<file path="src/sv/jdcd_pkg.sv">
`timescale 1ns / 1ps
// jdcd_pkg: widths, division constants and the month start table for the
// julian day to calendar date pipeline. no dependencies.
package jdcd_pkg;

    // field widths
    localparam int IN_W    = 26;   // julian day in tenths
    localparam int JD_W    = 23;   // whole julian day
    localparam int TEN_W   = 4;    // tenths digit
    localparam int N1_W    = 25;   // 4*jd + bias, century numerator
    localparam int Q_W     = 8;    // biased century count
    localparam int B_W     = 23;   // shifted day count
    localparam int N2_W    = 25;   // 4*b - bias, year numerator
    localparam int C_W     = 15;   // year count
    localparam int X_W     = 9;    // day within year cycle
    localparam int E_W     = 4;    // month index
    localparam int R_W     = 16;   // 100*x
    localparam int MON_W   = 4;
    localparam int DOM_W   = 5;
    localparam int YR_W    = 14;
    localparam int YS_W    = 16;   // signed year

    // divide by 10: exact reciprocal for any 32-bit value
    localparam int DIV10_MUL_W = 32;
    localparam logic [DIV10_MUL_W-1:0] DIV10_MUL = 32'hCCCC_CCCD;
    localparam int DIV10_SHIFT = 35;
    localparam logic [TEN_W-1:0] ROUND_UP_TENTH = 4'd5;

    // century term: floor((4*jd + 128179) / 146097) = ab + 52
    localparam logic [N1_W-1:0] CENT_BIAS = 25'd128179;
    localparam int CENT_MUL_W = 15;
    localparam logic [CENT_MUL_W-1:0] CENT_MUL = 15'd29398;
    localparam int CENT_SHIFT = 32;
    localparam logic [N1_W-1:0] CENT_DIV = 25'd146097;
    // b = jd + q - q/4 + 1486 (folds +1, -39 and +1524)
    localparam logic [B_W-1:0] B_BIAS = 23'd1486;

    // year term: c = floor((4*b - 489) / 1461)
    localparam logic [N2_W-1:0] YEAR_BIAS = 25'd489;
    localparam int YEAR_MUL_W = 22;
    localparam logic [YEAR_MUL_W-1:0] YEAR_MUL = 22'd2939744;
    localparam int YEAR_SHIFT = 32;
    localparam logic [N2_W-1:0] YEAR_DIV = 25'd1461;

    // month term: e = floor(100*x / 3061)
    localparam int MON_MUL_W = 16;
    localparam logic [MON_MUL_W-1:0] MON_MUL = 16'd34200;
    localparam int MON_SHIFT = 20;
    localparam logic [R_W-1:0] MON_DIV = 16'd3061;
    localparam logic [R_W-1:0] DAY_SCALE = 16'd100;

    localparam logic [E_W-1:0] E_WRAP = 4'd14;
    localparam logic [MON_W-1:0] MON_FEB = 4'd2;
    localparam logic [YS_W-1:0] YEAR_OFFSET = 16'd4716;
    localparam logic [YS_W-1:0] YEAR_EPOCH = 16'd1900;

    // floor(30.61 * e)
    function automatic logic [X_W-1:0] month_start(input logic [E_W-1:0] e);
        logic [X_W-1:0] v;
        case (e)
            4'd0:    v = 9'd0;
            4'd1:    v = 9'd30;
            4'd2:    v = 9'd61;
            4'd3:    v = 9'd91;
            4'd4:    v = 9'd122;
            4'd5:    v = 9'd153;
            4'd6:    v = 9'd183;
            4'd7:    v = 9'd214;
            4'd8:    v = 9'd244;
            4'd9:    v = 9'd275;
            4'd10:   v = 9'd306;
            4'd11:   v = 9'd336;
            4'd12:   v = 9'd367;
            4'd13:   v = 9'd397;
            4'd14:   v = 9'd428;
            4'd15:   v = 9'd459;
            default: v = 9'd0;
        endcase
        return v;
    endfunction

endpackage

</file>
<file path="src/sv/jdcd_month.sv">
`timescale 1ns / 1ps
// jdcd_month: month index, day of month and year fix-up, output registers.
// depends on jdcd_pkg.
module jdcd_month (
    input  logic                        i_clk,
    input  logic                        i_rst_n,
    input  logic                        i_valid,
    input  logic [jdcd_pkg::C_W-1:0]    i_c,
    input  logic [jdcd_pkg::X_W-1:0]    i_x,
    output logic                        o_valid,
    output logic [jdcd_pkg::MON_W-1:0]  o_month,
    output logic [jdcd_pkg::DOM_W-1:0]  o_day_of_month,
    output logic [jdcd_pkg::YR_W-1:0]   o_year_since_1900
);
    localparam int PROD_W = jdcd_pkg::X_W + jdcd_pkg::MON_MUL_W;

    logic [2:0]                  r_vld;
    logic [jdcd_pkg::C_W-1:0]    r_c1, r_c2;
    logic [jdcd_pkg::X_W-1:0]    r_x1, r_x2;
    logic [jdcd_pkg::E_W-1:0]    r_e0, r_e;
    logic [jdcd_pkg::MON_W-1:0]  r_month;
    logic [jdcd_pkg::DOM_W-1:0]  r_dom;
    logic [jdcd_pkg::YR_W-1:0]   r_year;

    logic [PROD_W-1:0]           n_prod;
    logic [jdcd_pkg::R_W-1:0]    n_x100, n_ed, n_rem;
    logic [jdcd_pkg::E_W-1:0]    n_e;
    logic [jdcd_pkg::MON_W-1:0]  n_month;
    logic [jdcd_pkg::X_W-1:0]    n_domw;
    logic [jdcd_pkg::YS_W-1:0]   n_yr0, n_yr;
    logic [jdcd_pkg::YR_W-1:0]   n_year;

    always_ff @(posedge i_clk) begin
        if (!i_rst_n) begin
            r_vld <= '0;
        end else begin
            r_vld <= {r_vld[1:0], i_valid};
        end
    end

    assign n_prod = PROD_W'(i_x) * PROD_W'(jdcd_pkg::MON_MUL);

    assign n_x100 = jdcd_pkg::R_W'(r_x1) * jdcd_pkg::DAY_SCALE;
    assign n_ed   = jdcd_pkg::R_W'(r_e0) * jdcd_pkg::MON_DIV;
    assign n_rem  = n_x100 - n_ed;
    assign n_e    = r_e0 + jdcd_pkg::E_W'(n_rem >= jdcd_pkg::MON_DIV);

    // e counts from march; january and february wrap into the next year
    always_comb begin
        n_month = r_e - 4'd1;
        if (r_e >= jdcd_pkg::E_WRAP) begin
            n_month = r_e - 4'd13;
        end
        n_domw = r_x2 - jdcd_pkg::month_start(r_e);
        n_yr0  = jdcd_pkg::YS_W'(r_c2) - jdcd_pkg::YEAR_OFFSET
               + jdcd_pkg::YS_W'(n_month <= jdcd_pkg::MON_FEB);
        n_yr   = n_yr0;
        if ($signed(n_yr0) > $signed(jdcd_pkg::YEAR_EPOCH)) begin
            n_yr = n_yr0 - jdcd_pkg::YEAR_EPOCH;
        end
        if (n_yr0[jdcd_pkg::YS_W-1]) begin
            n_yr = '0;
        end
        n_year = n_yr[jdcd_pkg::YR_W-1:0];
    end

    always_ff @(posedge i_clk) begin
        r_e0    <= n_prod[jdcd_pkg::MON_SHIFT +: jdcd_pkg::E_W];
        r_x1    <= i_x;
        r_c1    <= i_c;
        r_e     <= n_e;
        r_x2    <= r_x1;
        r_c2    <= r_c1;
        r_month <= n_month;
        r_dom   <= n_domw[jdcd_pkg::DOM_W-1:0];
        r_year  <= n_year;
    end

    assign o_valid           = r_vld[2];
    assign o_month           = r_month;
    assign o_day_of_month    = r_dom;
    assign o_year_since_1900 = r_year;
endmodule

</file>
<file path="config.mk">
export PLATFORM = sky130hd
export DESIGN_NAME = jdcd_month
export DESIGN_NICKNAME = d
export VERILOG_FILES = /design/src/sv/jdcd_pkg.sv /design/src/sv/jdcd_month.sv
export SDC_FILE = /design/constraint.sdc
export NUM_CORES = 1
export LEC_CHECK = 0
export BUFFER_PORTS_ARGS = -buffer_cell sky130_fd_sc_hd__buf_4
export CAP_MARGIN = 30
export CORE_ASPECT_RATIO = 0.7
export CORE_MARGIN = 4
export CORE_UTILIZATION = 51
export CTS_CLUSTER_DIAMETER = 80
export DETAILED_ROUTE_END_ITERATION = 10
export GPL_ROUTABILITY_DRIVEN = 0
export MAX_ROUTING_LAYER = met4
export PLACE_DENSITY_LB_ADDON = 0.08
export SLEW_MARGIN = 10
export SYNTH_ARGS = -nofsm -noshare
export SYNTH_HDL_FRONTEND = slang
export SYNTH_SLANG_ARGS = --single-unit
</file>
<file path="constraint.sdc">
create_clock -name i_clk -period 6.6 [get_ports i_clk]
set_clock_uncertainty 0.1 [all_clocks]
set_input_delay 1.98 -clock i_clk [delete_from_list [all_inputs] [get_ports i_clk]]
set_output_delay 1.98 -clock i_clk [all_outputs]
set_load 0.005 [all_outputs]
</file>
### Word-level counts from Yosys, hierarchy flattened

Memory sizes are Yosys's and may differ from the RTL's. A register that Yosys moved wholly into a read port is not among the register bits.
Cells that the tools add are included.
W data, S select, Z words.

| word-level totals | value |
|---|---|
| output and inout bits | 24 |
| logic and storage cells | 28 |
| input port bits | 27 |
| memories | 1 |
| ROM bits | 144 |
| register bits | 78 |

| operators by class | value |
|---|---|
| mux-type cells | 2 |
| add/sub/neg operators | 8 |
| multipliers | 3 |
| magnitude comparators | 4 |

Memory list:

| name | words | bits a word | rd ports | clocked after Yosys merged registers in | wr ports | line | text |
|---|---|---|---|---|---|---|---|
| (name not given) | 16 | 9 | 1 | 1 | 0 | jdcd_pkg.sv:60 | `case (e)` |

Operators with widths:

| operator | count |
|---|---|
| $mul A9 B13 Y21 const B | 1 |
| $add A16 B1 Y16 | 1 |
| $ge A16 B12 Y1 const B | 1 |
| $gt A16 B12 Y1 const B | 1 |
| $mul A4 B12 Y16 const B | 1 |
| $sub A15 B13 Y16 const B | 1 |
| $sub A16 B16 Y16 | 1 |
| $mul A9 B5 Y14 const B | 1 |
| $mux W14 | 1 |
| $sub A14 B11 Y14 const B | 1 |
| $sub A5 B5 Y5 | 1 |
| $add A4 B1 Y4 | 1 |
| $ge A4 B4 Y1 const B | 1 |
| $le A4 B2 Y1 const B | 1 |
| $mux W4 | 1 |
| $sub A4 B1 Y4 const B | 1 |
| $sub A4 B4 Y4 const B | 1 |

### Depth between registers and ports, before layout

Gate-level depths: netlist of the first run.

| logic depth | value |
|---|---|
| depth in word-level cells | 6 |
| gate-level depth with buffers | 26 |
| depth with buffers taken out | 26 |

### Worst setup path before layout of the first run

OpenSTA, ideal clock, no wires.

| path | value |
|---|---|
| kind | flip-flop to flip-flop |
| start | register r_x1[3] (netlist name) |
| end | register (tool-made name) |
| clock period less this slack | 6.072 ns |
| setup slack | 0.528 ns |
| arrival | 5.838 ns |
| stages on the path, launching flop included | 24 |
| path buffers | 0 |
| cell sequence | dfxtp_1 > ha_1 > ha_1 > fa_1 > ha_1 > nor2b_1 > o21ai_0 > nand2b_1 > a21o_1 > a21o_1 > a21o_1 > a21oi_1 > xnor2_1 > fa_1 > ha_1 > inv_1 > mux2i_1 > a311o_1 > a2111oi_0 > o211ai_1 > ha_1 > xnor2_1 > ha_1 > mux4_2 |

RTL lines:

| what | line | text |
|---|---|---|
| start, declared | jdcd_month.sv:19 | `logic [jdcd_pkg::X_W-1:0] r_x1, r_x2;` |
| start signal, assigned | jdcd_month.sv:69 | `r_x1 <= i_x;` |

==> out/metrics.cfg, run 1 <==
[yosys]
syn_area_mm2=0.006480
synth_edf_count=0
synth.distinct_cells=63
synth_flop_cell=dfxtp_1
async_reset_ff_frac=0
synth_sequential_area_ratio=0.2564
synth_most_common_cell=ha_1
yosys_warnings=0
ys_ff_latch=83
yosysTopAreaCell=ha_1
yosys-top-cells-count=ha_1 (134), inv_1 (121), dfxtp_1 (83), xnor2_1 (40), fa_1 (39)
syn_nets=862
syn-instance-count=662
synth_top_area_share=0.2587
avgSynthCellArea_um2=9.788
synth_area_leaders=ha_1 (26%), dfxtp_1 (26%), fa_1 (12%)

[cts]
cts_resized=0
htree_levels=3
clk_pin_slew_ns=0.07
post_cts_buffers=0
insertion_delay_ns=0.33
cts_hold_buf=0
cts.sinks=83
tritoncts=built
clockBufferDepth=2
numCtsBuffers=9
root_buffer=clkbuf_16

[critical_path]
cp_max_fo=4
worstPathRequired_ns=6.71
reg2reg_slack_ns=0.33
regToRegStartpoint=r_x1[3]
rr_worst_depth=23
crit_type=flop to flop
start_kind=flop
critPathArrivalTime_ns=6.38
endpoint_kind=flop

[sta]
setup-tns-final_ns=0
finalCritPeriodShare=0.9499
layout_min_cycle_time_ns=6.269
finalSetupViolations=0
tightest_slew_ns=0.5194
drv_slew=0
fmax_mhz=159.5
maxSlewHeadroom=0.6513
hold_viol=0
rsz0062_at_grt=false

[final_layout]
seq_area_mm2=0.001664
final_cell_area_mm2=0.007388
final_core_util=0.5948
nets=924
fillers=1100
n_antenna_cell=0
multi_input_area_mm2=0.004328
layout-drive-gt1-share=0.1344
syn2layout_area_growth_pct=14.02

[floorplan]
die_y_um=102.3
die_area_mm2=0.01460
coreArea_mm2=0.01242
io_pins=51
rows=34
die_x_um=142.7
start_util=0.5217

[global_route]
grt_max_degree=19
grt_pass1_vias=4423
grt_pass1_wl_um=20920
grt_antenna_before_repair=0
overflow=0
grt_usage=0.1831

[drt]
vias=4504
wl_um=12200
detail_route.wl_per_cell_um=13.69
via_per_inst=5.055
ant_nets=0
dr.pass1.iters=4
first_iter_violations=158
drc=0

[place]
port_buffers=50
hpwl_um=10320
place_area_mm2=0.007059

[hold_path]
hold_end=r_c2[4]
holdCritStartpoint=r_c1[4]
hold_class=flop to flop
min_path_cells=0

[power_and_ir_drop]
p_leak_nw=3.761
power_density_mw_per_mm2=527.3
finalPower_mw=3.896
ir_worst_vdd_uv=437.9

[run_status]
status=finished, final reports clean

[flow_run]
drv_cap=0

## how the worst max path moves through the flow
stage | from | to | slack (ns)
global placement | r_x1[3] | flop | 0.24
global route | r_x1[3] | flop | 0.01
detailed placement | r_x1[3] | flop | 0.15
CTS | r_x1[3] | flop | 0.13
finish | r_x1[3] | flop | 0.33
floorplan | r_x1[3] | flop | 0.53
## cells in the final DEF, fill, tap and decap left out, drive strengths merged, types with 18 or more instances in the layout
cell / instances
ha: 134
a21oi: 33
buf: 58
nor2: 36
inv: 124
dfxtp: 83
nand2: 23
o21ai: 18
fa: 39
xnor2: 41
## per-stage QoR
| stage | std cells | setup slack [ns] | hold slack (ns) |
|---|---|---|---|
| 2_1_floorplan | 662 | 0.5278 | 0.2096 |
| 3_3_place_gp | 874 | 0.2387 | 0.2102 |
| 3_5_place_dp | 875 | 0.1525 | 0.2121 |
| 4_1_cts | 891 | 0.1323 | 0.2273 |
| 5_1_grt | 891 | 0.01473 | 0.2298 |
| 6_report | 891 | 0.3310 | 0.2266 |
## where the power goes
| group | internal (mW) | switching [mW] | total (mW) |
|---|---|---|---|
| sequential | 0.622 | 0.0577 | 0.679 |
| combinational | 1.24 | 1.48 | 2.73 |
| clock | 0.269 | 0.220 | 0.489 |
## area by class of cell
cell class / count / area share
inverter: 121 / 0.06147
multi-input combinational: 451 / 0.5858
clock inverter: 7 / 0.01101
clock buffer: 9 / 0.03048
tap: 162 / 0.02743
timing repair buffer: 58 / 0.05859
sequential: 83 / 0.2252
## cell families (layout without fill, tap and decap cells)
group                      count (synthesis)  count (layout)  share of synthesized area
adders and majority gates                173             173                     0.3792
buffers and inverters                    128             195                    0.07878
muxes                                      8               8                    0.01699
and+or+nand+nor                          114             114                    0.08863
xor gates and xnor gates                  52              52                    0.07144
DFF                                       83              83                     0.2564
AOI/OAI and AO/OA                        104             104                     0.1085
## routing by layer
metal	routed length [um]	up-vias	GRT usage	part of all wire
met5	0	-	-	0
met4	107	0	0.03141	0.0088
met3	432	12	0.03461	0.035
met2	5291	74	0.2745	0.43
met1	6368	2099	0.2620	0.52
li1	-	2319	-	-
## state kept, by name (all words and copies together) (netlist names), named ones only
signal / count
r_c1: 15
r_vld: 3
r_x2: 5
r_c2: 15
o_month: 4
o_year_since_1900: 14
r_e: 4
r_x1: 9
o_day_of_month: 5
r_e0: 4
## critical path: stages, from the launching register on
cell and delay (ns):
dfxtp_2 0.34, ha_1 0.29, ha_1 0.31, fa_1 0.46, ha_1 0.34, nor2b_1 0.14, o21ai_0 0.14, nand2b_1 0.10
a21o_1 0.19, a21o_1 0.19, a21o_1 0.19, a21oi_2 0.15, xnor2_1 0.15, fa_1 0.45, ha_1 0.34, inv_1 0.11
mux2i_1 0.09, a311o_1 0.33, a2111oi_2 0.20, o211ai_1 0.25, ha_1 0.38, inv_1 0.08, ha_1 0.34, mux4_2 0.47
Power figures use the tool's default switching activity.
==> inputs of run 2 (changes only) <==
RECOVER_POWER = 50   (was not set)
==> run 2 against run 1 <==
Effect of this change:
- critical path type unchanged
- design area shrank 0.46%
- cell count unchanged
- via count about the same
- core utilization down 0.27 points
- sequential power hardly changed
- clock power is essentially flat
- highest routed layer unchanged
- critical path depth did not move
- count of clock-buffer cells in the layout stayed put
==> out/metrics.cfg, run 2 (synthesized netlist as in run 1, its figures left out) <==
[critical_path]
path_cells=ha_1 > ha_1 > fa_1 > ha_1 > nor2b_1 > o21ai_0 > nand2b_1 > a21o_1 > a21o_1 > a21o_1 > a21oi_2 > xnor2_1 > fa_1 > ha_1 > inv_1 > mux2i_1 > a311o_1 > a2111oi_2 > o211ai_1 > ha_1 > inv_1 > ha_1 > mux4_2
reg2reg_slack_ns=0.32  ; about the same
critPathArrivalTime_ns=6.39  ; about the same
cp_max_fo=4  ; unchanged
rr_worst_depth=23  ; unchanged
start_kind=flop
max_stage_delay_ns=0.47  ; about the same
crit_top_cell=ha_1
critPathLaunch=r_x1[3]
crit_type=flop to flop
endpoint_kind=flop
regToRegStartpoint=r_x1[3]
cp_slowest_cell=mux4_2
cp_top_family=adder cells
crit_cells=23  ; unchanged
path_buf_inv=2  ; unchanged
worstPathRequired_ns=6.71  ; about the same

[run_status]
status=finished, final reports clean

[final_layout]
fillers=1101  ; +0.091%
final_cell_area_mm2=0.007355  ; -0.46%
final_common_cell=ha_1
multi_input_area_mm2=0.004328  ; unchanged
syn2layout_area_growth_pct=13.50
nets=924  ; unchanged
n_antenna_cell=0  ; unchanged
layout-drive-gt1-share=0.1221  ; -0.01235
mostFrequentLayoutCells=ha_1 (133), inv_1 (121), dfxtp_1 (81)
seq_area_mm2=0.001664  ; unchanged

[sta]
hold_viol=0  ; unchanged
whs_ns=0.2266  ; -0.00008400 ns
tightest_slew_ns=0.5192  ; -0.0001276 ns
rsz0062_at_grt=false
setup-tns-final_ns=0  ; unchanged
maxSlewHeadroom=0.6514  ; about the same
finalSetupViolations=0  ; unchanged
fmax_mhz=159.2  ; -0.17%
finalCritPeriodShare=0.9515  ; +0.001668
drv_slew=0  ; unchanged
layout_min_cycle_time_ns=6.280  ; +0.01101 ns

[floorplan]
start_util=0.5217  ; unchanged
die_y_um=102.3  ; unchanged
coreArea_mm2=0.01242  ; unchanged
die_area_mm2=0.01460  ; unchanged
io_pins=51  ; unchanged
rows=34  ; unchanged
die_x_um=142.7  ; unchanged

[power_and_ir_drop]
finalPower_mw=3.893  ; about the same
ir_worst_vdd_uv=437.9  ; about the same
p_leak_nw=3.726  ; -0.95%
power_density_mw_per_mm2=529.4  ; +0.39%

[drt]
ant_nets=0  ; unchanged
dr.pass1.iters=5  ; +1
via_per_inst=5.057  ; about the same
vias=4506  ; +0.044%
drc=0  ; unchanged
detail_route.wl_per_cell_um=13.67  ; -0.19%
first_iter_violations=137  ; -13%
wl_um=12180  ; -0.19%

[cts]
clockBufferDepth=2  ; unchanged
post_cts_buffers=0  ; unchanged
clk_pin_slew_ns=0.07  ; about the same
tritoncts=built
numCtsBuffers=9  ; unchanged
root_buffer=clkbuf_16
insertion_delay_ns=0.33  ; about the same
htree_levels=3  ; unchanged
cts.sinks=83  ; unchanged

[global_route]
overflow=0  ; unchanged
grt_antenna_before_repair=0  ; unchanged
grt_pass1_vias=4423  ; unchanged
grt_pass1_wl_um=20920  ; unchanged
grt_max_degree=19  ; unchanged
grt_usage=0.1831  ; unchanged

[flow_run]
drv_cap=0  ; unchanged

[hold_path]
min_path_cells=0  ; unchanged
hold_class=flop to flop

[place]
hpwl_um=10320  ; unchanged
place_area_mm2=0.007059  ; unchanged
port_buffers=50  ; unchanged

==> run 2: worst min-delay path by stage <==
stage / startpoint / endpoint / slack [ns]
6_report: r_c1[4] / r_c2[4] / 0.23
5_1_grt: r_c1[4] / r_c2[4] / 0.23
4_1_cts: r_c1[4] / r_c2[4] / 0.23
3_5_place_dp: r_c1[6] / r_c2[6] / 0.21
3_3_place_gp: r_c1[2] / r_c2[2] / 0.21
2_1_floorplan: r_c1[0] / r_c2[0] / 0.21
==> run 2: layer usage <==
metal / track usage / part of all wire / vias to the layer above
li1: - / - / 2320
met2: 0.2745 / 0.43 / 75
met4: 0.03141 / 0.0088 / 0
met1: 0.2620 / 0.51 / 2099
met5: - / 0 / -
met3: 0.03461 / 0.043 / 12
==> run 2: worst reg2reg max path, delay by kind of cell, from the launching register on <==
kind            cells  cell delay [ns]
fa+ha+maj           8             2.92
mux                 2             0.56
simple gates        2             0.25
flops               1             0.34
buf+inv             2             0.20
xor+xnor            1             0.15
compound gates      8             1.65
==> run 2: metrics by stage <==
| step | util | std cells | setup WS [ns] |
|---|---|---|---|
| after floorplan | - | 662 | 0.5278 |
| after global placement | 0.5679 | 874 | 0.2387 |
| after detailed placement | 0.5683 | 875 | 0.1525 |
| after CTS | 0.5930 | 891 | 0.1323 |
| after global routing | 0.5921 | 891 | 0.01473 |
| final | 0.5921 | 891 | 0.3200 |
==> run 2: report_power, final <==
part           leakage (nW)  switching, mW  internal [mW]  total [mW]
registers             0.700         0.0576          0.622       0.679
logic                  2.88           1.49           1.24        2.72
clock network         0.150          0.220          0.269       0.489
==> run 2: area by class of cell <==
type / count / share of cell area
Multi-Input combinational cell: 451 / 0.5885
Tap cell: 162 / 0.02756
Timing Repair Buffer: 58 / 0.05427
Inverter: 121 / 0.06176
Sequential cell: 83 / 0.2263
Clock inverter: 7 / 0.01106
Clock buffer: 9 / 0.03062
==> run 2: timing repair <==
item | CTS | global route
endpoints found under the setup margin | 0 | 4
resized for setup | 0 | 7
hold buffers | 0 | 0
