==> config.mk <==
export PLATFORM = sky130hd
export DESIGN_NAME = jdcd_century
export DESIGN_NICKNAME = d
export VERILOG_FILES = /design/src/sv/jdcd_pkg.sv /design/src/sv/jdcd_century.sv
export SDC_FILE = /design/constraint.sdc
export NUM_CORES = 1
export LEC_CHECK = 0
export ABC_AREA = 1
export BUFFER_PORTS_ARGS = -buffer_cell sky130_fd_sc_hd__buf_2
export CORE_AREA = 10 10 191 210
export DETAILED_ROUTE_END_ITERATION = 10
export DIE_AREA = 0 0 201 220
export GPL_ROUTABILITY_DRIVEN = 0
export HOLD_SLACK_MARGIN = 0.1
export PLACE_DENSITY = 0.66
export SYNTH_ARGS = -nofsm -noshare
export SYNTH_HDL_FRONTEND = slang
export SYNTH_SLANG_ARGS = --single-unit
==> constraint.sdc <==
create_clock -name i_clk -period 10.1 [get_ports i_clk]
set_input_delay 1.01 -clock i_clk [delete_from_list [all_inputs] [get_ports i_clk]]
set_output_delay 1.01 -clock i_clk [all_outputs]
set_load 0.01 [all_outputs]
==> src/sv/jdcd_pkg.sv <==
`timescale 1ns / 1ps
// jdcd_pkg: widths, division constants and the month start table for the
// julian day to calendar date pipeline. no dependencies.
package jdcd_pkg;

    // field widths
    localparam int IN_W    = 26;   // julian day in tenths
    localparam int JD_W    = 23;   // whole julian day
    localparam int TEN_W   = 4;    // tenths digit
    localparam int N1_W    = 25;   // 4*jd + bias, century numerator
    localparam int Q_W     = 8;    // biased century count
    localparam int B_W     = 23;   // shifted day count
    localparam int N2_W    = 25;   // 4*b - bias, year numerator
    localparam int C_W     = 15;   // year count
    localparam int X_W     = 9;    // day within year cycle
    localparam int E_W     = 4;    // month index
    localparam int R_W     = 16;   // 100*x
    localparam int MON_W   = 4;
    localparam int DOM_W   = 5;
    localparam int YR_W    = 14;
    localparam int YS_W    = 16;   // signed year

    // divide by 10: exact reciprocal for any 32-bit value
    localparam int DIV10_MUL_W = 32;
    localparam logic [DIV10_MUL_W-1:0] DIV10_MUL = 32'hCCCC_CCCD;
    localparam int DIV10_SHIFT = 35;
    localparam logic [TEN_W-1:0] ROUND_UP_TENTH = 4'd5;

    // century term: floor((4*jd + 128179) / 146097) = ab + 52
    localparam logic [N1_W-1:0] CENT_BIAS = 25'd128179;
    localparam int CENT_MUL_W = 15;
    localparam logic [CENT_MUL_W-1:0] CENT_MUL = 15'd29398;
    localparam int CENT_SHIFT = 32;
    localparam logic [N1_W-1:0] CENT_DIV = 25'd146097;
    // b = jd + q - q/4 + 1486 (folds +1, -39 and +1524)
    localparam logic [B_W-1:0] B_BIAS = 23'd1486;

    // year term: c = floor((4*b - 489) / 1461)
    localparam logic [N2_W-1:0] YEAR_BIAS = 25'd489;
    localparam int YEAR_MUL_W = 22;
    localparam logic [YEAR_MUL_W-1:0] YEAR_MUL = 22'd2939744;
    localparam int YEAR_SHIFT = 32;
    localparam logic [N2_W-1:0] YEAR_DIV = 25'd1461;

    // month term: e = floor(100*x / 3061)
    localparam int MON_MUL_W = 16;
    localparam logic [MON_MUL_W-1:0] MON_MUL = 16'd34200;
    localparam int MON_SHIFT = 20;
    localparam logic [R_W-1:0] MON_DIV = 16'd3061;
    localparam logic [R_W-1:0] DAY_SCALE = 16'd100;

    localparam logic [E_W-1:0] E_WRAP = 4'd14;
    localparam logic [MON_W-1:0] MON_FEB = 4'd2;
    localparam logic [YS_W-1:0] YEAR_OFFSET = 16'd4716;
    localparam logic [YS_W-1:0] YEAR_EPOCH = 16'd1900;

    // floor(30.61 * e)
    function automatic logic [X_W-1:0] month_start(input logic [E_W-1:0] e);
        logic [X_W-1:0] v;
        case (e)
            4'd0:    v = 9'd0;
            4'd1:    v = 9'd30;
            4'd2:    v = 9'd61;
            4'd3:    v = 9'd91;
            4'd4:    v = 9'd122;
            4'd5:    v = 9'd153;
            4'd6:    v = 9'd183;
            4'd7:    v = 9'd214;
            4'd8:    v = 9'd244;
            4'd9:    v = 9'd275;
            4'd10:   v = 9'd306;
            4'd11:   v = 9'd336;
            4'd12:   v = 9'd367;
            4'd13:   v = 9'd397;
            4'd14:   v = 9'd428;
            4'd15:   v = 9'd459;
            default: v = 9'd0;
        endcase
        return v;
    endfunction

endpackage

==> src/sv/jdcd_century.sv <==
`timescale 1ns / 1ps
// jdcd_century: gregorian century correction, gives the shifted day count b.
// depends on jdcd_pkg.
module jdcd_century (
    input  logic                        i_clk,
    input  logic                        i_rst_n,
    input  logic                        i_valid,
    input  logic [jdcd_pkg::JD_W-1:0]   i_jd,
    output logic                        o_valid,
    output logic [jdcd_pkg::B_W-1:0]    o_b
);
    localparam int PROD_W = jdcd_pkg::N1_W + jdcd_pkg::CENT_MUL_W;

    logic [3:0]                  r_vld;
    logic [jdcd_pkg::JD_W-1:0]   r_jd1, r_jd2, r_jd3;
    logic [jdcd_pkg::N1_W-1:0]   r_n1, r_n1b;
    logic [jdcd_pkg::Q_W-1:0]    r_q0, r_q;
    logic [jdcd_pkg::B_W-1:0]    r_b;

    logic [jdcd_pkg::N1_W-1:0]   n_n1, n_rem, n_qd;
    logic [PROD_W-1:0]           n_prod;
    logic [jdcd_pkg::Q_W-1:0]    n_q;
    logic [jdcd_pkg::B_W-1:0]    n_b;

    always_ff @(posedge i_clk) begin
        if (!i_rst_n) begin
            r_vld <= '0;
        end else begin
            r_vld <= {r_vld[2:0], i_valid};
        end
    end

    assign n_n1   = {i_jd, 2'b00} + jdcd_pkg::CENT_BIAS;
    assign n_prod = PROD_W'(r_n1) * PROD_W'(jdcd_pkg::CENT_MUL);

    // estimate is low by at most one
    assign n_qd  = jdcd_pkg::N1_W'(r_q0) * jdcd_pkg::CENT_DIV;
    assign n_rem = r_n1b - n_qd;
    assign n_q   = r_q0 + jdcd_pkg::Q_W'(n_rem >= jdcd_pkg::CENT_DIV);

    assign n_b = r_jd3 + jdcd_pkg::B_W'(r_q) - jdcd_pkg::B_W'(r_q >> 2)
               + jdcd_pkg::B_BIAS;

    always_ff @(posedge i_clk) begin
        r_n1  <= n_n1;
        r_jd1 <= i_jd;
        r_q0  <= n_prod[jdcd_pkg::CENT_SHIFT +: jdcd_pkg::Q_W];
        r_n1b <= r_n1;
        r_jd2 <= r_jd1;
        r_q   <= n_q;
        r_jd3 <= r_jd2;
        r_b   <= n_b;
    end

    assign o_valid = r_vld[3];
    assign o_b     = r_b;
endmodule

After elaboration in Yosys (flattened, before gate mapping)
Cells that the tools add are included.
{"block": "word_totals", "register_bits": 162, "latchBits": 0, "ramBits": 0, "rom_bits": 0, "out_inout_bits": 24, "wordCells": 18, "memories": 0}
{"block": "classes", "n_addsub": 6, "multipliers": 2, "div_mod_pow": 0, "magnitude_cmp": 1, "n_eq_ne": 0, "shift": 0, "mux": 0, "bitwise_logic": 0, "n_reduce_logical": 0}
{"cell": "$mul A25 B14 Y39 const B", "count": 1}
{"cell": "$add A25 B17 Y25 const B", "count": 1}
{"cell": "$ge A25 B18 Y1 const B", "count": 1}
{"cell": "$mul A8 B18 Y25 const B", "count": 1}
{"cell": "$sub A25 B25 Y25", "count": 1}
{"cell": "$add A23 B11 Y23 const B", "count": 1}
{"cell": "$add A23 B8 Y23", "count": 1}
{"cell": "$sub A23 B6 Y23", "count": 1}
{"cell": "$add A8 B1 Y8", "count": 1}

Longest topological paths before layout
Gate-level depths: netlist (run 1).
{"block": "depth", "ltp_word": 4, "depth_mapped": 32, "ltp_nobuf": 32}

Worst setup path before layout (run 1)
Ideal clock, no wire load.
{"block": "synth_path", "kind": "register to register", "from": "register r_n1[7] (netlist bit)", "to": "register r_q0[3] (netlist bit)", "setup_time_ns": 0.112, "arrival_ns": 4.967, "path_slack_ns": 5.020, "stages_incl_launch_ff": 18, "synth_period_minus_slack_ns": 5.080, "cell_sequence": "dfxtp_1 -> inv_1 -> fa_1 -> inv_1 -> fa_1 -> inv_1 -> fa_1 -> fa_1 -> fa_1 -> fa_1 -> inv_1 -> ha_1 -> a21o_1 -> a21oi_1 -> o21ai_0 -> a221oi_1 -> a21o_1 -> nand2_1"}
{"block": "synth_between", "elab_chain_len": 1}
{"element": "start: declaration", "line": "jdcd_century.sv:16", "text": "logic [jdcd_pkg::N1_W-1:0] r_n1, r_n1b;"}
{"element": "start signal: assignment", "line": "jdcd_century.sv:45", "text": "r_n1 <= n_n1;"}
{"element": "$mul A25 B14 Y39", "line": "jdcd_century.sv:34", "text": "assign n_prod = PROD_W'(r_n1) * PROD_W'(jdcd_pkg::CENT_MUL);"}
{"element": "net n_prod[35]", "line": "jdcd_century.sv:21", "text": "logic [PROD_W-1:0] n_prod;"}
{"element": "end signal: assignment", "line": "jdcd_century.sv:47", "text": "r_q0 <= n_prod[jdcd_pkg::CENT_SHIFT +: jdcd_pkg::Q_W];"}
{"element": "end: declaration", "line": "jdcd_century.sv:17", "text": "logic [jdcd_pkg::Q_W-1:0] r_q0, r_q;"}
The timed path passes the listed nets, and every way through them passes these cells.
A chain may end at the register's enable or synchronous reset.

Final worst setup path (run 1)
{"block": "layout_path", "from": "register r_n1[8] (netlist bit)", "to": "register r_q0[3] (netlist bit)"}
Same word-level chain as after synthesis.

==> key figures, run 1 <==
Status
  • Status: finished clean

CTS
  • Setup bufs post-CTS: 0
  • CTS sink cnt: 154
  • TritonCTS buffer count: 17
  • Clock Tree Buf Depth: 2
  • Worst-path clk slew: 0.07 ns
  • # resized after CTS: 0
  • H-tree Lvls: 4
  • Worst-Skew Late Latency: 0.42 ns
  • CTS tree: done
  • CTS Root Buffer Type: clkbuf_16
  • Cts hold-fix bufs: 0

Global route
  • Initial antenna violation count: 2
  • Vias in the first global route: 12,311
  • Pin count of the biggest net entering global routing: 17
  • GR Util All Layers: 16.1%
  • Global-route wire length before repair: 58,900 um
  • Grt ovf: 0

Drt
  • Post-DR vias/cell: 4.87
  • WL/cell: 14.3 um
  • Post-Route WL: 34,500 um
  • Drt drc: 0
  • DRT antenna net count: 0
  • Vias: 11,739
  • Initial DRC count: 563
  • DRT Pass-1 Iters: 6

Timing
  • Min cycle time layout: 5.87 ns
  • Max Fclk: 170 MHz
  • Total negative setup slack: 0 ns
  • Max-slew violations: 0
  • Worst Tran Pin Value: 0.787 ns
  • RSZ-0062 raised after global routing: no
  • Final setup fails: 0
  • Final hold violations: 0
  • Slew margin rel.: 47.4%
  • Clk_skew: 0.0156 ns
  • Final Cycle Share: 58.1%

Logic synthesis
  • Register bit total from synthesis: 154
  • Synth Flop Type: dfxtp_1
  • Yosys cell types: 39
  • Post-synthesis sequential area ratio: 19.4%
  • Mapped Cells: 1,841
  • Syn_nets: 2,332
  • Async S/R FF share, synth: 0%
  • Post-synthesis area per instance: 8.62 sq um
  • Yosys Warn Count: 0
  • Synthesized area: 15,900 sq um
  • EDFF count, synth: 0

Setup path
  • Worst Path Max Fanout: 8
  • CP Capture Type: flip-flop
  • Crit Path Class: reg -> reg
  • Startpoint types: flip-flop
  • WP data arrival: 6.18 ns
  • Req. time, crit path: 10.41 ns

Layout
  • Filler cells: 3,406
  • Layout cells sized above 1: 4.74%
  • Most frequent cells in the layout: 478 x inv_1, 276 x ha_1, 269 x nand2_1
  • Area grow syn2layout: 9.06%
  • Commonest non-fill, non-tap cell in the layout: inv_1
  • Final #Nets: 2,399

Die
  • Row count: 73
  • Ports: 50
  • Total die area: 44,200 sq um
  • Die X: 201 um
  • Core Area: 35,900 sq um
  • Initial Util: 44.2%
  • Height of the chip: 220 um

Placed design
  • Port Buf Inserts: 49
  • DPL Wire Length: 29,700 um

Job
  • Max Cap Violations: 0

Worst hold path
  • Worst Hold Class: reg -> reg
==> worst max-delay path: stages, from the launching register on <==
cell and delay, ns:
dfxtp_1 0.67, inv_1 0.30, fa_1 0.55, inv_1 0.05
fa_1 0.49, inv_1 0.05, fa_1 0.50, fa_1 0.53
fa_1 0.54, fa_1 0.52, inv_1 0.05, ha_1 0.31
a21o_1 0.20, a21oi_1 0.25, o21ai_0 0.15, a221oi_1 0.37
a21o_1 0.17, nand2_1 0.06
==> stage by stage <==
stage               instance area, sq um  setup slack [ns]  hold slack, ns  util [%]  cells
floorplan                          15900              5.02           0.310         -   1841
global route                       17300              3.83           0.329      48.2   2410
global placement                   16700              4.19           0.311      46.6   2376
detailed placement                 16700              4.27           0.312      46.6   2376
CTS                                17300              4.25           0.325      48.2   2408
finish                             17300              4.23           0.324      48.2   2410
==> cell families after synthesis <==
group                      count (synthesis)  share of synthesized area (%)
and+or+nand+nor                          487                           12.9
buffers and inverters                    479                           11.3
adders and majority gates                465                           45.6
AOI/OAI and AO/OA                        188                           6.89
muxes                                      1                         0.0710
DFF                                      154                           19.4
xor gates and xnor gates                  67                           3.70
==> metal layers <==
metal / routed length (um) / global-route usage (%) / vias to the layer above
li1: - / - / 5844
met1: 15400 / 19.7 / 5632
met2: 17400 / 29.1 / 208
met3: 943 / 1.94 / 55
met4: 801 / 5.10 / 0
met5: 0 / 0 / -
==> synth_stat cells, drive strengths merged, types with 6 or more instances <==
cell / instances / area share, %
dfxtp: 154 / 19
ha: 276 / 22
xor2: 47 / 2.6
nand3: 64 / 2.1
nand4: 24 / 0.95
nor3: 20 / 0.66
xnor2: 20 / 1.1
nand3b: 6 / 0.28
fa: 189 / 24
a21o: 17 / 0.80
o21ai: 56 / 1.8
nor2: 94 / 2.2
o21bai: 11 / 0.54
inv: 478 / 11
a21oi: 84 / 2.7
nand2: 269 / 6.4
==> flip-flops by register name (all words and copies together) (netlist names) <==
| register | count |
|---|---|
| r_jd2 | 23 |
| r_jd3 | 23 |
| r_vld | 4 |
| r_q | 8 |
| r_q0 | 8 |
| r_n1b | 21 |
| r_jd1 | 23 |
| o_b | 23 |
| r_n1 | 21 |
==> worst paths after layout <==
path,from,to,slack [ns],cells past startpoint
setup / recovery,r_n1[8],r_q0[3],4.23,17
hold reg to reg,r_jd2[13],r_jd3[13],0.32,0
hold / removal,r_jd2[13],r_jd3[13],0.32,0
setup reg to reg,r_n1[8],r_q0[3],4.23,17
==> final cells by class <==
cell class | count | area (sq um) | area share [%]
Antenna cell | 2 | 5.00 | 0.0289
Clock buffer | 18 | 429 | 2.48
Clock inverter | 14 | 153 | 0.882
Inverter | 478 | 1790 | 10.4
Multi-Input combinational cell | 1208 | 11000 | 63.5
Sequential cell | 154 | 3080 | 17.8
Tap cell | 487 | 609 | 3.52
Timing Repair Buffer | 49 | 245 | 1.42
Power of run 1 is not shown: default switching activity piles up to over one toggle a cycle in this logic, so the estimate is an artifact.
==> run 2: changes to the inputs <==
ABC_AREA = 0   (was 1)
CORE_AREA = 10 10 184 203   (was 10 10 191 210)
DIE_AREA = 0 0 194 213   (was 0 0 201 220)
clock period = 5.6 ns   (was 10.1 ns; I/O delays follow)
==> key figures, run 2 <==
Logic synthesis
  • Top-count cell post-synth: inv_1
  • Area contributors post-synth: fa_1 26%, ha_1 24%, dfxtp_1 21%, inv_1 9.5%, xnor2_1 3.1%
  • EDFF count, synth: 0
  • Synth Flop Type: dfxtp_1
  • Yosys Warn Count: 0
  • Yosys cell types: 62
  • Mapped Cells: 1,442
  • Async S/R FF share, synth: 0%
  • Synth area leader: fa_1
  • Syn_nets: 1,933
  • Synthesized area: 14,600 sq um
  • Register bit total from synthesis: 154
  • Post-synth top cells: 369 x inv_1, 276 x ha_1, 189 x fa_1
  • Post-synthesis sequential area ratio: 21.0%
  • Post-synthesis area per instance: 10.2 sq um
  • Share of the synthesized area in the top cell type: 25.8%

CTS
  • Worst-path clk slew: 0.08 ns
  • TritonCTS buffer count: 17
  • CTS sink cnt: 154
  • H-tree Lvls: 4
  • Worst-Skew Late Latency: 0.43 ns
  • Cts hold-fix bufs: 0
  • Clock Tree Buf Depth: 2
  • CTS Root Buffer Type: clkbuf_16
  • CTS tree: done

Drt
  • Top sig layer: met4
  • Met2 WL post-DR: 15,400 um
  • Post-DR vias/cell: 4.89
  • WL/cell: 15.0 um
  • Initial DRC count: 327
  • DRT antenna net count: 0
  • Met1 wire length: 13,100 um
  • Post-Route WL: 30,200 um
  • DRT Pass-1 Iters: 5
  • Met3 wire length: 819 um
  • Drt drc: 0
  • Vias: 9,866

Layout
  • Commonest non-fill, non-tap cell in the layout: inv_1
  • Multi-input gate area: 10,300 sq um
  • FF/Latch Area: 3120 sq um
  • Final #Nets: 2,064
  • Most frequent cells in the layout: 360 x inv_1, 271 x ha_1, 184 x fa_1
  • Filler cells: 2,992
  • Area grow syn2layout: 14.3%
  • Layout cells sized above 1: 13.7%

Worst hold path
  • Hold path start: i_jd[0]
  • Worst Hold Class: in -> reg

Timing
  • Max Fclk: 179 MHz
  • Slew margin rel.: 58.3%
  • Final setup fails: 0
  • Final Cycle Share: 99.9%
  • Worst Tran Pin Value: 0.620 ns
  • Min cycle time layout: 5.59 ns
  • Clk_skew: 0.0225 ns
  • RSZ-0062 raised after global routing: yes
  • Final hold violations: 0
  • Max-slew violations: 0
  • Min Hold Slack: 0.242 ns

Setup path
  • Req. time, crit path: 5.95 ns
  • Cells along the critical path: inv_2 > fa_1 > inv_1 > fa_1 > inv_1 > fa_1 > fa_2 > fa_1 > fa_1 > inv_1 > ha_1 > a21oi_2 > nor2_1 > a221o_1 > a21oi_2 > o221ai_2 > a22oi_2 > a311oi_2 > a21o_1 > a21oi_2 > xnor2_1
  • Top cell by count, worst path: fa_1
  • Crit-path max cell delay: 0.54 ns
  • Slowest library cell on the worst path: fa_1
  • Origin of the critical flop-to-flop path: r_n1[5]
  • WP data arrival: 5.94 ns
  • CP Launch Point: r_n1[5]
  • Worst Path Max Fanout: 4
  • Crit Path Class: reg -> reg
  • R2r setup slk: 0.006 ns
  • Startpoint types: flip-flop
  • CP Capture Type: flip-flop

Die
  • Height of the chip: 213 um
  • Ports: 50
  • Total die area: 41,300 sq um
  • Core Area: 33,100 sq um
  • Row count: 70
  • Initial Util: 44.2%
  • Die X: 194 um

Global route
  • Initial antenna violation count: 1
  • Global-route wire length before repair: 51,200 um
  • Vias in the first global route: 10,515
  • Pin count of the biggest net entering global routing: 17
  • GR Util All Layers: 15.1%
  • Grt ovf: 0

Job
  • Max Cap Violations: 0

Placed design
  • Port Buf Inserts: 49
  • DPL Wire Length: 25,800 um

Status
  • Status: finished clean
run 2: cell types whose count changed in the layout (fill, tap and decap cells not counted), moves of 17 or more:
cell     change
xor2_1      -18
nand2_1    -238
buf_4       +68
xnor2_1     +32
dfxtp_1     -17
nand3_1     -49
inv_1      -118
o21ai_0     -31
nor2_1      -58
a21oi_1     -27
run 2: worst paths after layout:
kind	end	cells past startpoint
worst min register to register	r_jd2[2]	0
worst max-delay path	r_q0[6]	21
worst min-delay path	r_jd1[0]	1
worst max register to register	r_q0[6]	21
run 2: area by class of cell:
cell class / count / share of cell area (%)
Sequential cell: 154 / 18.6
Tap cell: 432 / 3.23
Multi-Input combinational cell: 913 / 61.5
Clock inverter: 14 / 1.23
Antenna cell: 1 / 0.0149
Inverter: 369 / 8.27
Clock buffer: 18 / 2.56
Timing Repair Buffer: 118 / 4.58
run 2: worst max-delay path: cells and delay by family, from the launching register on:
family	cells	cell delay, ns
and+or+nand+nor	1	0.06
buffers and inverters	4	0.25
AOI/OAI and AO/OA	8	1.47
DFF	1	0.36
adders and majority gates	7	3.23
xor gates and xnor gates	1	0.12
run 2: kinds of logic after synthesis:
kind of cell	count (synthesis)	share of synthesized area [%]
xor+xnor	81	4.84
mux	1	0.0683
fa+ha+maj	465	49.4
compound gates	207	9.48
buf+inv	375	9.61
simple gates	159	5.54
flops	154	21.0
run 2: per-stage QoR:
| step | worst slack, ns | util (%) | instances | instance area, sq um | TNS (ns) |
|---|---|---|---|---|---|
| 3_3_place_gp | -0.0974 | 48.1 | 1984 | 15900 | -0.0974 |
| 2_1_floorplan | 0.0166 | - | 1442 | 14700 | 0 |
| 6_report | 0.00615 | 50.6 | 2019 | 16700 | 0 |
| 3_5_place_dp | -0.163 | 48.1 | 1984 | 15900 | -0.296 |
| 4_1_cts | -0.0679 | 50.2 | 2017 | 16600 | -0.0679 |
| 5_1_grt | -0.203 | 50.6 | 2019 | 16700 | -0.395 |
run 2: routing by layer:
metal  vias up  track usage, %
li1       4881               -
met5         -               0
met4         0            6.05
met2       150            26.8
met3        51            1.77
met1      4784            18.2
run 2: timing repair:
item                                    CTS  global route
endpoints found under the hold margin     0             0
gates resized for setup                  14            42
endpoints found under the setup margin    9            14
pin swaps                                 8            45
buffers inserted                          1             1
Power of run 2 is left out for the same reason.
==> run 3: changes to the inputs <==
CORE_AREA = 10 10 156 172   (was 10 10 184 203)
DIE_AREA = 0 0 166 182   (was 0 0 194 213)
PLACE_DENSITY = 0.87   (was 0.66)
==> key figures, run 3 (synthesis results as in run 2) <==
Placed design
  • Port Buf Inserts: 49
  • Inst Count DP: 1,847
  • Area post-placement: 15,700 sq um
  • DPL Wire Length: 27,900 um
  • Dpl ws: -0.205 ns

CTS
  • CTS tree: done
  • TritonCTS buffer count: 17
  • Clock Tree Buf Depth: 2
  • CTS sink cnt: 154
  • Worst-path clk slew: 0.07 ns
  • Cts hold-fix bufs: 0
  • CTS Root Buffer Type: clkbuf_16
  • H-tree Lvls: 4
  • Worst-Skew Late Latency: 0.45 ns

Layout
  • Most frequent cells in the layout: 353 x inv_1, 266 x ha_1, 176 x fa_1
  • Commonest non-fill, non-tap cell in the layout: inv_1
  • Finished Layout Cells: 1,896
  • Area grow syn2layout: 14.5%
  • Final #Nets: 2,065
  • Design Area, Final: 16,800 sq um
  • Layout cells sized above 1: 16.1%

Die
  • Height of the chip: 182 um
  • Row count: 59
  • Total die area: 30,200 sq um
  • Die X: 166 um
  • Initial Util: 62.6%
  • Core Area: 23,400 sq um
  • Ports: 50

Timing
  • Total negative setup slack: -1.50 ns
  • Final Cycle Share: 108%
  • Max-slew violations: 0
  • Min cycle time layout: 6.03 ns
  • RSZ-0062 raised after global routing: yes
  • Setup WS post-layout: -0.428 ns
  • Slew margin rel.: 56.6%
  • Worst Tran Pin Value: 0.650 ns
  • Final setup fails: 6
  • Final hold violations: 0
  • Clk_skew: 0.0245 ns
  • Max Fclk: 166 MHz

Global route
  • Initial antenna violation count: 5
  • Vias in the first global route: 12,481
  • Grt ovf: 0
  • Pin count of the biggest net entering global routing: 19
  • Global-route wire length before repair: 66,100 um
  • GR Util All Layers: 27.7%

Drt
  • DRT Pass-1 Iters: 11
  • Post-Route WL: 46,500 um
  • Initial DRC count: 1,247
  • Post-DR vias/cell: 6.16
  • Vias: 11,673
  • Drt drc: 1
  • DRT antenna net count: 0
  • WL/cell: 24.5 um

Setup path
  • WP data arrival: 6.39 ns
  • Startpoint types: flip-flop
  • Req. time, crit path: 5.96 ns
  • Worst Path Max Fanout: 3
  • CP Capture Type: flip-flop
  • Crit Path Class: reg -> reg

Job
  • Max Cap Violations: 0

Status
  • Violated checks: design-rule violations, negative setup slack
  • Status: finished with violations

Worst hold path
  • Worst Hold Class: in -> reg
## run 3: worst paths after layout
path / start / end / slack [ns] / cells past startpoint
max reg2reg: r_n1[6] / r_q0[6] / -0.43 / 21
min: i_jd[0] / r_jd1[0] / 0.22 / 1
min reg2reg: r_jd1[3] / r_jd2[3] / 0.33 / 0
max: r_n1[6] / r_q0[6] / -0.43 / 21
## run 3: timing repair
action	CTS	global route
setup endpoints to repair	14	16
gates cloned	0	0
resized for setup	28	80
setup buffers	1	12
pin swaps	20	64
## run 3: cell type report
class | count | area (sq um)
Clock buffer | 17 | 425
Antenna cell | 4 | 10.0
Tap cell | 305 | 382
Multi-Input combinational cell | 913 | 10500
Sequential cell | 154 | 3130
Timing Repair Buffer | 119 | 774
Fill cell | 1374 | 6630
Clock inverter | 15 | 170
Inverter | 369 | 1400
## run 3: metal layers
metal	GRT usage (%)	routed length [um]
met5	0	16
met4	23.8	5060
met3	7.67	4720
met2	47.6	22100
met1	27.4	14600
## run 3: stage by stage
stage	hold slack, ns	utilization, %
2_1_floorplan	0.310	-
3_3_place_gp	0.310	67.0
3_5_place_dp	0.312	67.0
4_1_cts	0.211	69.9
5_1_grt	0.222	71.7
6_report	0.224	71.7
## run 3: critical path, cell delays in order (launching register included)
cell	delay, ns
dfxtp_2	0.34
inv_2	0.08
fa_1	0.57
inv_1	0.08
fa_1	0.56
inv_1	0.10
fa_1	0.59
fa_2	0.61
fa_2	0.44
fa_1	0.54
inv_1	0.06
ha_1	0.32
a21oi_2	0.13
nor2_1	0.06
a221o_1	0.31
a21oi_2	0.16
o221ai_2	0.14
a22oi_2	0.23
a311oi_2	0.14
a21o_1	0.21
a21oi_2	0.14
xnor2_1	0.12
Power of run 3 is left out for the same reason.
